[src/rtl/ccsf_pkg.sv]
// Shared types and constants of the character canvas fill engine.
// No dependencies; used by the controller, the datapath and the top level.
`timescale 1ns / 1ps

package ccsf_pkg;

   localparam int DEFAULT_MAX_ROWS = 64;
   localparam int DEFAULT_MAX_COLS = 64;

   // Width of the signed arithmetic used for rows and column spans.
   localparam int SPAN_W = 10;
   localparam int CSR_INDEX_W = 4;
   localparam int CSR_DATA_W = 7;

   localparam logic [7:0] BLANK_CELL = 8'd46;
   localparam logic [6:0] ACTIVE_RESET = 7'd64;

   // Command kinds.
   localparam logic [2:0] KIND_RECT = 3'd0;
   localparam logic [2:0] KIND_UP = 3'd1;
   localparam logic [2:0] KIND_DOWN = 3'd2;
   localparam logic [2:0] KIND_DIAMOND = 3'd3;
   localparam logic [2:0] KIND_CLEAR = 3'd4;
   localparam logic [2:0] KIND_READ = 3'd5;

   // Configuration register indexes.
   localparam logic [CSR_INDEX_W-1:0] CSR_ACTIVE_ROWS = 4'd0;
   localparam logic [CSR_INDEX_W-1:0] CSR_ACTIVE_COLS = 4'd1;

   typedef enum logic [2:0] {
      ST_INIT,
      ST_IDLE,
      ST_START,
      ST_ROW,
      ST_SPAN,
      ST_WIPE,
      ST_READ,
      ST_DONE
   } state_type;

   typedef struct packed {
      logic load;
      logic row_step;
      logic paint;
      logic wipe_step;
      logic read;
      logic rsp_load;
   } dp_cmd_type;

   typedef struct packed {
      logic [2:0] kind;
      logic no_rows;
      logic row_hit;
      logic row_last;
      logic span_end;
      logic span_last;
      logic wipe_done;
      logic rsp_free;
   } dp_status_type;

endpackage

[src/rtl/ccsf_ctrl.sv]
// Controller state machine of the canvas fill engine.
// Depends on ccsf_pkg; drives the datapath through command and status structs.
`timescale 1ns / 1ps

module ccsf_ctrl (
   input  logic                   clock,
   input  logic                   reset,
   input  logic                   req_valid,
   output logic                   req_ready,
   input  ccsf_pkg::dp_status_type status,
   output ccsf_pkg::dp_cmd_type   cmd
);

   ccsf_pkg::state_type state_ff;
   ccsf_pkg::state_type state_in;

   always_ff @(posedge clock) begin
      if (reset) begin
         state_ff <= ccsf_pkg::ST_INIT;
      end else begin
         state_ff <= state_in;
      end
   end

   always_comb begin
      state_in = state_ff;
      cmd = '0;
      req_ready = 1'b0;
      case (state_ff)
         ccsf_pkg::ST_INIT: begin
            cmd.wipe_step = 1'b1;
            if (status.wipe_done) begin
               state_in = ccsf_pkg::ST_IDLE;
            end
         end
         ccsf_pkg::ST_IDLE: begin
            req_ready = 1'b1;
            if (req_valid) begin
               cmd.load = 1'b1;
               state_in = ccsf_pkg::ST_START;
            end
         end
         ccsf_pkg::ST_START: begin
            case (status.kind)
               ccsf_pkg::KIND_RECT, ccsf_pkg::KIND_UP,
               ccsf_pkg::KIND_DOWN, ccsf_pkg::KIND_DIAMOND: begin
                  state_in = status.no_rows ? ccsf_pkg::ST_DONE : ccsf_pkg::ST_ROW;
               end
               ccsf_pkg::KIND_CLEAR: begin
                  state_in = ccsf_pkg::ST_WIPE;
               end
               ccsf_pkg::KIND_READ: begin
                  state_in = ccsf_pkg::ST_READ;
               end
               default: begin
                  state_in = ccsf_pkg::ST_DONE;
               end
            endcase
         end
         ccsf_pkg::ST_ROW: begin
            cmd.row_step = 1'b1;
            if (status.row_hit) begin
               state_in = ccsf_pkg::ST_SPAN;
            end else if (status.row_last) begin
               state_in = ccsf_pkg::ST_DONE;
            end
         end
         ccsf_pkg::ST_SPAN: begin
            cmd.paint = 1'b1;
            if (status.span_end) begin
               state_in = status.span_last ? ccsf_pkg::ST_DONE : ccsf_pkg::ST_ROW;
            end
         end
         ccsf_pkg::ST_WIPE: begin
            cmd.wipe_step = 1'b1;
            if (status.wipe_done) begin
               state_in = ccsf_pkg::ST_DONE;
            end
         end
         ccsf_pkg::ST_READ: begin
            cmd.read = 1'b1;
            state_in = ccsf_pkg::ST_DONE;
         end
         ccsf_pkg::ST_DONE: begin
            if (status.rsp_free) begin
               cmd.rsp_load = 1'b1;
               state_in = ccsf_pkg::ST_IDLE;
            end
         end
         default: begin
            state_in = ccsf_pkg::ST_INIT;
         end
      endcase
   end

endmodule

[config.mk]
export PLATFORM = sky130hd
export DESIGN_NAME = ccsf_ctrl
export DESIGN_NICKNAME = d
export VERILOG_FILES = /design/src/rtl/ccsf_pkg.sv /design/src/rtl/ccsf_ctrl.sv
export SDC_FILE = /design/constraint.sdc
export NUM_CORES = 1
export LEC_CHECK = 0
export ABC_AREA = 1
export BUFFER_PORTS_ARGS = -buffer_cell sky130_fd_sc_hd__buf_4
export CORE_AREA = 4 4 41 43
export CTS_CLUSTER_DIAMETER = 60
export DETAILED_ROUTE_END_ITERATION = 6
export DIE_AREA = 0 0 45 47
export GPL_TIMING_DRIVEN = 0
export PLACE_DENSITY = 0.66
export SYNTH_ARGS = -nofsm -noshare
export SYNTH_HDL_FRONTEND = slang
export SYNTH_SLANG_ARGS = --single-unit
export TNS_END_PERCENT = 5
[constraint.sdc]
create_clock -name clock -period 1.2 [get_ports clock]
set_input_delay 0.24 -clock clock [delete_from_list [all_inputs] [get_ports clock]]
set_output_delay 0.24 -clock clock [all_outputs]
set_load 0.03 [all_outputs]
==> impl_metrics.yaml, run 1 <==
drt:
  wirelength_mm: 1.12
  ant_nets: 0
  num_vias: 499
  wl_met1_um: 465
  dr.max_layer_used: "met3"
  routedWlPerCell_um: 10.2
  route.met3.wl_um: 86
  first_iter_violations: 7
  firstDrtPassIters: 4
  wl_met2_um: 566
  viasPerCell: 4.54
  drc: 0
placed_design:
  place_inst: 103
  gp_congestion: 0.796
  port_buffers: 19
  place_area_um2: 596
  hpwl_um: 849
final_layout:
  diodes: 0
  fin_nets: 109
  drive_gt1_share_pct: 52.6
  largest_reg_flops: 3
  utilization_pct: 51.8
  syn2layout_area_growth_pct: 59.9
  biggestRegsByFlops: "state_ff x3"
  fin_area_um2: 674
  regMostFlops: "state_ff"
  fin_cells: 110
  fill_cells: 148
setup_path:
  critPathLaunchType: "flip-flop"
  crit_chain: "buf_6, nor3_4, inv_2, nor2_4, buf_6"
  crit_family: "buffers and inverters"
  cp-end-kind: "primary output"
  arrival_ns: 1.15
  crit_type: "flip-flop to primary output"
  slowest_stage: "dfxtp_1"
  cp_max_fo: 9
  crit_top_cell: "buf_6"
  cp_num_buf_inv: 3
  worst_path_largest_cell_delay_ns: 0.30
  required_ns: 0.96
floorplanning:
  core_area_um2: 1300
  die_area_um2: 2120
  rows: 13
  fp.dieW_um: 45
  die_h_um: 47
  ioPinCount: 20
  initial_core_util_pct: 32.4
sta:
  setup_viol: 9
  timing.final.max_slew_violations: 0
  whs_ns: 0.174
  final_hold_viol_count: 0
  fin_crit_ns: 1.39
  fmax_ghz: 0.718
  fin_crit_sh_pct: 116
  skew_ns: 0.00380
  worst_slack_ns: -0.193
  rsz0062_at_grt: "yes"
  slew_headroom_pct: 84.9
  worstMarginPinSlew_ns: 0.224
synth:
  synth_seq_cells: 3
  synth_cell_types: 18
  synth_seq_area_share_pct: 14.2
  yosys.area.top_type_share_pct: 14.2
  syn_inst: 69
  syn_area_um2: 422
  synthTopCellsByArea: "dfxtp_1 (14%), nand2_1 (12%), inv_1 (9.8%), nor2_1 (9.8%), nand3_1 (8.3%)"
  synth_nets: 82
  yosys_warnings: 0
  avgSynthCellArea_um2: 6.11
  synth_top_cell_by_area: "dfxtp_1"
clock_tree:
  root_buffer: "clkbuf_4"
  cts_tree: "built"
  numClockSinks: 3
  cts_hold_buf: 0
  clk_latency_ns: 0.23
  cts_buffers: 3
  cts_max_path_buffers: 2
  htree_num_levels: 1
  clk_pin_slew_worst_paths_ns: 0.03
grt:
  grt.overflow.total: 0
  antenna_found_initial: 0
  grt_usage_pct: 11.2
  grt_pass1_wl_mm: 1.79
  grt_pass1_vias: 455
  grt_max_degree: 11
pwr:
  ir_drop_uv: 1150
  totalPowerFinal_uw: 1550
  p_leak_uw: 0.000346
  power_density_nw_per_um2: 2300
worst_hold_path:
  hp-class: "input pin to flip-flop"
run_status:
  violations: "negative setup slack"
  status: "finished with violations"
job:
  max_cap_viol_count: 0
per-stage QoR:
stage | TNS, ns | setup WS (ns)
after global placement | -0.0412 | -0.0412
after floorplan | -0.800 | -0.210
after detailed placement | -0.0319 | -0.0319
after CTS | -0.955 | -0.196
after global routing | -1.52 | -0.265
final | -0.903 | -0.193
cell usage after synthesis (all sizes together):
cell    n
nand2  16
nor2   14
inv    13
nand3  10
nor3    4
a21oi   3
buf     3
dfxtp   3
nand4   2
o31ai   1
area by class of cell:
cell class	count	area (µm²)	share of cell area (%)
multi-input combinational	50	302	44.7
timing repair buffer	22	180	26.7
sequential	3	65.1	9.65
inverter	13	48.8	7.24
buffer	3	33.8	5.01
clock buffer	4	26.3	3.90
tap	15	18.8	2.78
cells in the final DEF (no fill, tap or decap), types with 3 or more instances in the layout:
| cell type | n |
|---|---|
| buf_4 | 18 |
| buf_6 | 7 |
| clkbuf_4 | 3 |
| inv_1 | 9 |
| inv_2 | 4 |
| nand2_1 | 13 |
| nand3_1 | 7 |
| nand3_2 | 3 |
| nor2_1 | 9 |
| nor2_4 | 3 |
routing by layer:
| metal | GRT usage (%) | vias to the layer above |
|---|---|---|
| met5 | 0 | - |
| met4 | 3.51 | 0 |
| met3 | 2.30 | 0 |
| met2 | 20.3 | 14 |
| met1 | 13.2 | 216 |
| li1 | - | 269 |
worst paths after layout:
check | cells past startpoint | from | slack [ns] | to
setup reg to reg | 8 | state_ff[2] | -0.02 | state_ff[1]
hold reg to reg | 4 | state_ff[0] | 0.59 | state_ff[0]
hold / removal | 2 | reset | 0.17 | state_ff[2]
setup / recovery | 5 | state_ff[2] | -0.19 | cmd[5]
cells by family after synthesis:
kind of cell / after synthesis / share of synthesized area [%]
compound gates: 4 / 7.12
buf+inv: 16 / 19.6
simple gates: 46 / 59.1
flops: 3 / 14.2
repair_timing:
action                     4_1_cts  5_1_grt
pin swaps                        1        1
gates resized for setup          6        6
setup endpoints to repair        9       10
buffers inserted                 3        0
report_power, final:
part           internal (µW)  switching (µW)  leakage, µW
registers                153            25.6    0.0000257
clock network            124            47.6    0.0000150
logic                    487             711     0.000306
total                    764             784     0.000346
(Power assumes the default switching activity.)
==> inputs of run 2 (changes only) <==
Settings changed: ABC_AREA 1 to unset, PLACE_DENSITY 0.66 to 0.59.
==> run 2 against run 1 <==
  * The flow still finishes with violations (negative setup slack)
  * Power shrank 8.3%
  * Setup slack got worse by 0.094 ns
  * Utilization is 5.7 points lower
  * Critical path type unchanged
  * Die area unchanged
  * Clock skew decreased by 0.0032 ns
  * Sequential share of layout area is 1.4 points higher
  * Cell area is 11% lower
  * Largest cell class unchanged
==> impl_metrics.yaml, run 2 <==
final_layout:
  regMostFlops: "state_ff"
  layout_commonest_cell: "buf_4"
  syn2layout_area_growth_pct: 82.5
  utilization_pct: 46.2
  diodes: 0
  biggestRegsByFlops: "state_ff x3"
  largest_reg_flops: 3
  multiInputGateArea_um2: 260
  layout.area.seq_um2: 66.3
  fin_nets: 86
  final_cell_mix: "buf_4 (20), buf_6 (6), nor2_1 (6)"
  drive_gt1_share_pct: 55.6
  fin_cells: 87
  fill_cells: 143
drt:
  wirelength_um: 986
  num_vias: 412
  first_iter_violations: 10
  routedWlPerCell_um: 11.3
  ant_nets: 0
  drc: 0
  firstDrtPassIters: 2
  viasPerCell: 4.74
grt:
  grt.overflow.total: 0
  grt_usage_pct: 11.4
  grt.met3_usage_pct: 4.98
  grt_max_degree: 11
  grtUsageMet2_pct: 16.4
  grtUsageMet1_pct: 13.8
  top_usage_layer: "met2"
  grt_pass1_wl_mm: 1.67
  grt_pass1_vias: 412
  antenna_found_initial: 0
synth:
  avgSynthCellArea_um2: 7.31
  synth_async_sr_flop_share_pct: 0
  ys_top_cells_by_count: "nor2_1 (6), nand2_1 (4), dfxtp_1 (3), inv_1 (3), nor2b_1 (3)"
  synth_nets: 58
  synth_seq_area_share_pct: 18.3
  yosys_most_used_dff: "dfxtp_1"
  yosys_warnings: 0
  synth_edf_count: 0
  syn_area_um2: 329
  synthTopCellsByArea: "dfxtp_1 (18%), nor2_1 (6.8%), mux2i_1 (6.1%), nor2b_1 (5.7%), a221oi_2 (4.6%)"
  synth_top_cell_by_area: "dfxtp_1"
  syn_inst: 45
  synth_seq_cells: 3
  synth_cell_types: 28
  synth.most_common_cell: "nor2_1"
  yosys.area.top_type_share_pct: 18.3
run_status:
  status: "finished with violations"
  violations: "negative setup slack"
pwr:
  power_density_nw_per_um2: 2370
  p_leak_uw: 0.000291
  ir_drop_uv: 1010
  totalPowerFinal_uw: 1420
clock_tree:
  clk_pin_slew_worst_paths_ns: 0.04
  cts_buffers: 3
  cts_hold_buf: 0
  cts_max_path_buffers: 2
  htree_num_levels: 1
  root_buffer: "clkbuf_4"
  clk_latency_ns: 0.24
  numClockSinks: 3
  cts_tree: "built"
setup_path:
  crit_type: "flip-flop to primary output"
  cp_max_fo: 3
  cp-end-kind: "primary output"
  critPathLaunchType: "flip-flop"
  arrival_ns: 1.25
  required_ns: 0.96
sta:
  fin_crit_sh_pct: 124
  skew_ns: 0.000597
  rsz0062_at_grt: "yes"
  fmax_ghz: 0.673
  fin_crit_ns: 1.49
  final_hold_viol_count: 0
  timing.final.max_slew_violations: 0
  slew_headroom_pct: 72.4
  worst_slack_ns: -0.287
  setup_viol: 10
  worstMarginPinSlew_ns: 0.410
placed_design:
  port_buffers: 19
  hpwl_um: 718
  dp_slack_ns: -0.168
  gp_congestion: 0.740
  place_inst: 79
floorplanning:
  rows: 13
  core_area_um2: 1300
  die_area_um2: 2120
  fp.dieW_um: 45
  ioPinCount: 20
  initial_core_util_pct: 25.3
  die_h_um: 47
worst_hold_path:
  hp-class: "input pin to flip-flop"
job:
  max_cap_viol_count: 0
## run 2: timing repair
item | in CTS | in global routing
endpoints found under the setup margin | 10 | 10
pin swaps | 0 | 1
buffers inserted | 3 | 1
resized for setup | 4 | 6
## run 2: path summary, 6_finish.rpt
kind                                  start          end  slack (ns)  cells after the start
worst max register to register  state_ff[0]  state_ff[1]       -0.20                      5
worst min-delay path                  reset  state_ff[2]        0.16                      2
worst max-delay path            state_ff[0]       cmd[5]       -0.29                      5
worst min register to register  state_ff[2]  state_ff[2]        0.64                      3
## run 2: power by group
| group | total, µW | internal (µW) | leakage, µW | switching (µW) |
|---|---|---|---|---|
| clock network | 182 | 125 | 0.0000150 | 57.5 |
| logic | 1030 | 523 | 0.000250 | 508 |
| registers | 208 | 158 | 0.0000261 | 49.6 |
## run 2: final cells by class
class	count	area share, %
buffer	3	5.63
clock buffer	4	4.38
inverter	3	1.88
multi-input combinational	36	43.3
sequential	3	11.0
tap	15	3.13
timing repair buffer	23	30.6
## run 2: critical path: stages (launching register included)
cell	delay, ns
dfxtp_2	0.31
buf_6	0.11
and2b_2	0.20
nor2b_4	0.13
and2_4	0.13
buf_6	0.13
## run 2: kinds of logic (layout without fill, tap and decap cells)
logic type | after synthesis | count (layout) | share of synthesized area [%]
simple gates | 21 | 21 | 33.1
flops | 3 | 3 | 18.3
mux | 3 | 3 | 9.51
compound gates | 12 | 12 | 28.5
buf+inv | 6 | 33 | 10.6
## run 2: stage by stage
stage / area, µm² / hold slack (ns) / setup TNS (ns)
final: 601 / 0.164 / -2.07
after global routing: 601 / 0.163 / -2.78
after floorplan: 354 / 0.313 / -0.557
after CTS: 573 / 0.168 / -2.27
after detailed placement: 515 / 0.414 / -0.784
after global placement: 515 / 0.418 / -0.703
## run 2: layer usage
layer / part of all wire, % / vias up / routed length (µm)
met5: 0 / - / 0
met3: 8.8 / 2 / 87
met1: 43 / 178 / 422
li1: - / 213 / -
met2: 46 / 19 / 454
met4: 2.1 / 0 / 21
==> inputs of run 3 (changes only) <==
Settings changed: PLACE_DENSITY 0.59 to 0.6.
==> run 3 against run 2 <==
  * Register-to-register slack better by 0.02 ns
  * Clock skew is 0.0013 ns higher
  * Power is 4.3% higher
  * Sequential power is 4% higher
  * Combinational power is 6% higher
  * Largest cell class unchanged
  * Utilization is 2.0 points higher
  * The run still ends with negative setup slack left
  * Clock-buffer cell count stayed put
  * Routed wire length is 3.8% lower
  * Hold slack better by 0.0033 ns
  * Largest power group unchanged
  * Cell count is 1.1% higher
  * Clock power is 3% lower
  * Maximum frequency is 0.28% higher
==> impl_metrics.yaml, run 3 (synthesis gave the netlist of run 2 again) <==
floorplanning:
  initial_core_util_pct: 25.3
  core_area_um2: 1300
  ioPinCount: 20
  die_area_um2: 2120
  rows: 13
  die_h_um: 47
  fp.dieW_um: 45
pwr:
  pwr-share-seq_pct: 14.6
  p_leak_uw: 0.000301
  power_density_nw_per_um2: 2360
  p_clk_share_pct: 11.9
  p_sw_share_pct: 42.6
  power.internal_uw: 851
  totalPowerFinal_uw: 1480
  comb_power_share_pct: 73.5
  p_switching_uw: 632
  ir_drop_uv: 1220
final_layout:
  final_cell_mix: "buf_4 (21), nor2_1 (6), buf_6 (5)"
  layout_commonest_cell: "buf_4"
  diodes: 0
  syn2layout_area_growth_pct: 90.5
  largest_reg_flops: 3
  fin_nets: 87
  drive_gt1_share_pct: 58.9
  regMostFlops: "state_ff"
  fin_area_um2: 627
  utilization_pct: 48.2
  biggestRegsByFlops: "state_ff x3"
  fin_cells: 88
setup_path:
  r2r_cells: 5
  cp_max_fo: 4
  crit_top_cell: "buf_6"
  crit_family: "simple AND/OR/NAND/NOR gates"
  cp_num_cells: 5
  cp_num_buf_inv: 2
  cp-end-kind: "primary output"
  rrSetupSlack_ns: -0.18
  critPathLaunchType: "flip-flop"
  crit_type: "flip-flop to primary output"
  crit_chain: "buf_6, and2b_2, nor2b_4, and2_4, buf_6"
  required_ns: 0.96
  slowest_stage: "dfxtp_2"
  arrival_ns: 1.24
  worst_path_largest_cell_delay_ns: 0.31
drt:
  num_vias: 411
  firstDrtPassIters: 2
  first_iter_violations: 4
  drc: 0
  viasPerCell: 4.67
  wirelength_um: 949
  ant_nets: 0
  routedWlPerCell_um: 10.8
sta:
  skew_ns: 0.00191
  rsz0062_at_grt: "yes"
  worstMarginPinSlew_ns: 0.337
  fin_crit_sh_pct: 124
  whs_ns: 0.167
  worst_slack_ns: -0.283
  timing.final.max_slew_violations: 0
  fin_crit_ns: 1.48
  final_hold_viol_count: 0
  fmax_ghz: 0.674
  slew_headroom_pct: 77.4
  setup_viol: 10
clock_tree:
  numClockSinks: 3
  clk_pin_slew_worst_paths_ns: 0.04
  root_buffer: "clkbuf_4"
  clk_latency_ns: 0.23
  cts_hold_buf: 0
  cts_tree: "built"
  htree_num_levels: 1
  cts_max_path_buffers: 2
  cts_buffers: 3
grt:
  grt_max_degree: 11
  grt_usage_pct: 10.7
  grt_pass1_wl_mm: 1.63
  grt.overflow.total: 0
  antenna_found_initial: 0
  grt_pass1_vias: 421
worst_hold_path:
  min_delay_path_depth: 2
  hp-class: "input pin to flip-flop"
placed_design:
  port_buffers: 19
  place_inst: 79
  place_area_um2: 515
  gp_congestion: 0.701
  hpwl_um: 698
run_status:
  status: "finished with violations"
  violations: "negative setup slack"
job:
  max_cap_viol_count: 0
[run 3: layout make-up]
cell class | instances | area (µm²)
fill | 139 | 674
multi-input combinational | 36 | 275
timing repair buffer | 24 | 191
sequential | 3 | 66.3
buffer | 3 | 37.5
clock buffer | 4 | 26.3
tap | 15 | 18.8
inverter | 3 | 11.3
[run 3: path summary, 6_finish.rpt]
check / from / to
min reg2reg: state_ff[2] / state_ff[2]
max: state_ff[0] / cmd[5]
max reg2reg: state_ff[0] / state_ff[1]
min: reset / state_ff[2]
[run 3: per-layer routing]
metal	global-route usage, %	vias to the layer above	routed length [µm]
met5	0	-	0
met1	10.2	183	350
li1	-	215	-
met2	20.1	13	522
met4	3.51	0	0
met3	5.36	0	76
[run 3: power by group through the flow]
| stage | logic, µW | clock network, µW | registers [µW] |
|---|---|---|---|
| floorplan | 669 | 0 | 189 |
| global placement | 880 | 0 | 200 |
| detailed placement | 886 | 0 | 203 |
| CTS | 1070 | 186 | 206 |
| global route | 1190 | 199 | 230 |
| finish | 1090 | 176 | 217 |
[run 3: per-stage QoR]
stage	TNS (ns)	setup WS [ns]
after floorplan	-0.557	-0.167
after global placement	-0.656	-0.166
after detailed placement	-0.764	-0.172
after CTS	-2.04	-0.296
after global routing	-2.66	-0.353
final	-1.88	-0.283
[run 3: repair_timing]
action                                  CTS  global route
buffers inserted                          5             0
hold endpoints to repair                  0             0
pin swaps                                 2             0
endpoints found under the setup margin   10            10
resized for setup                        10             4
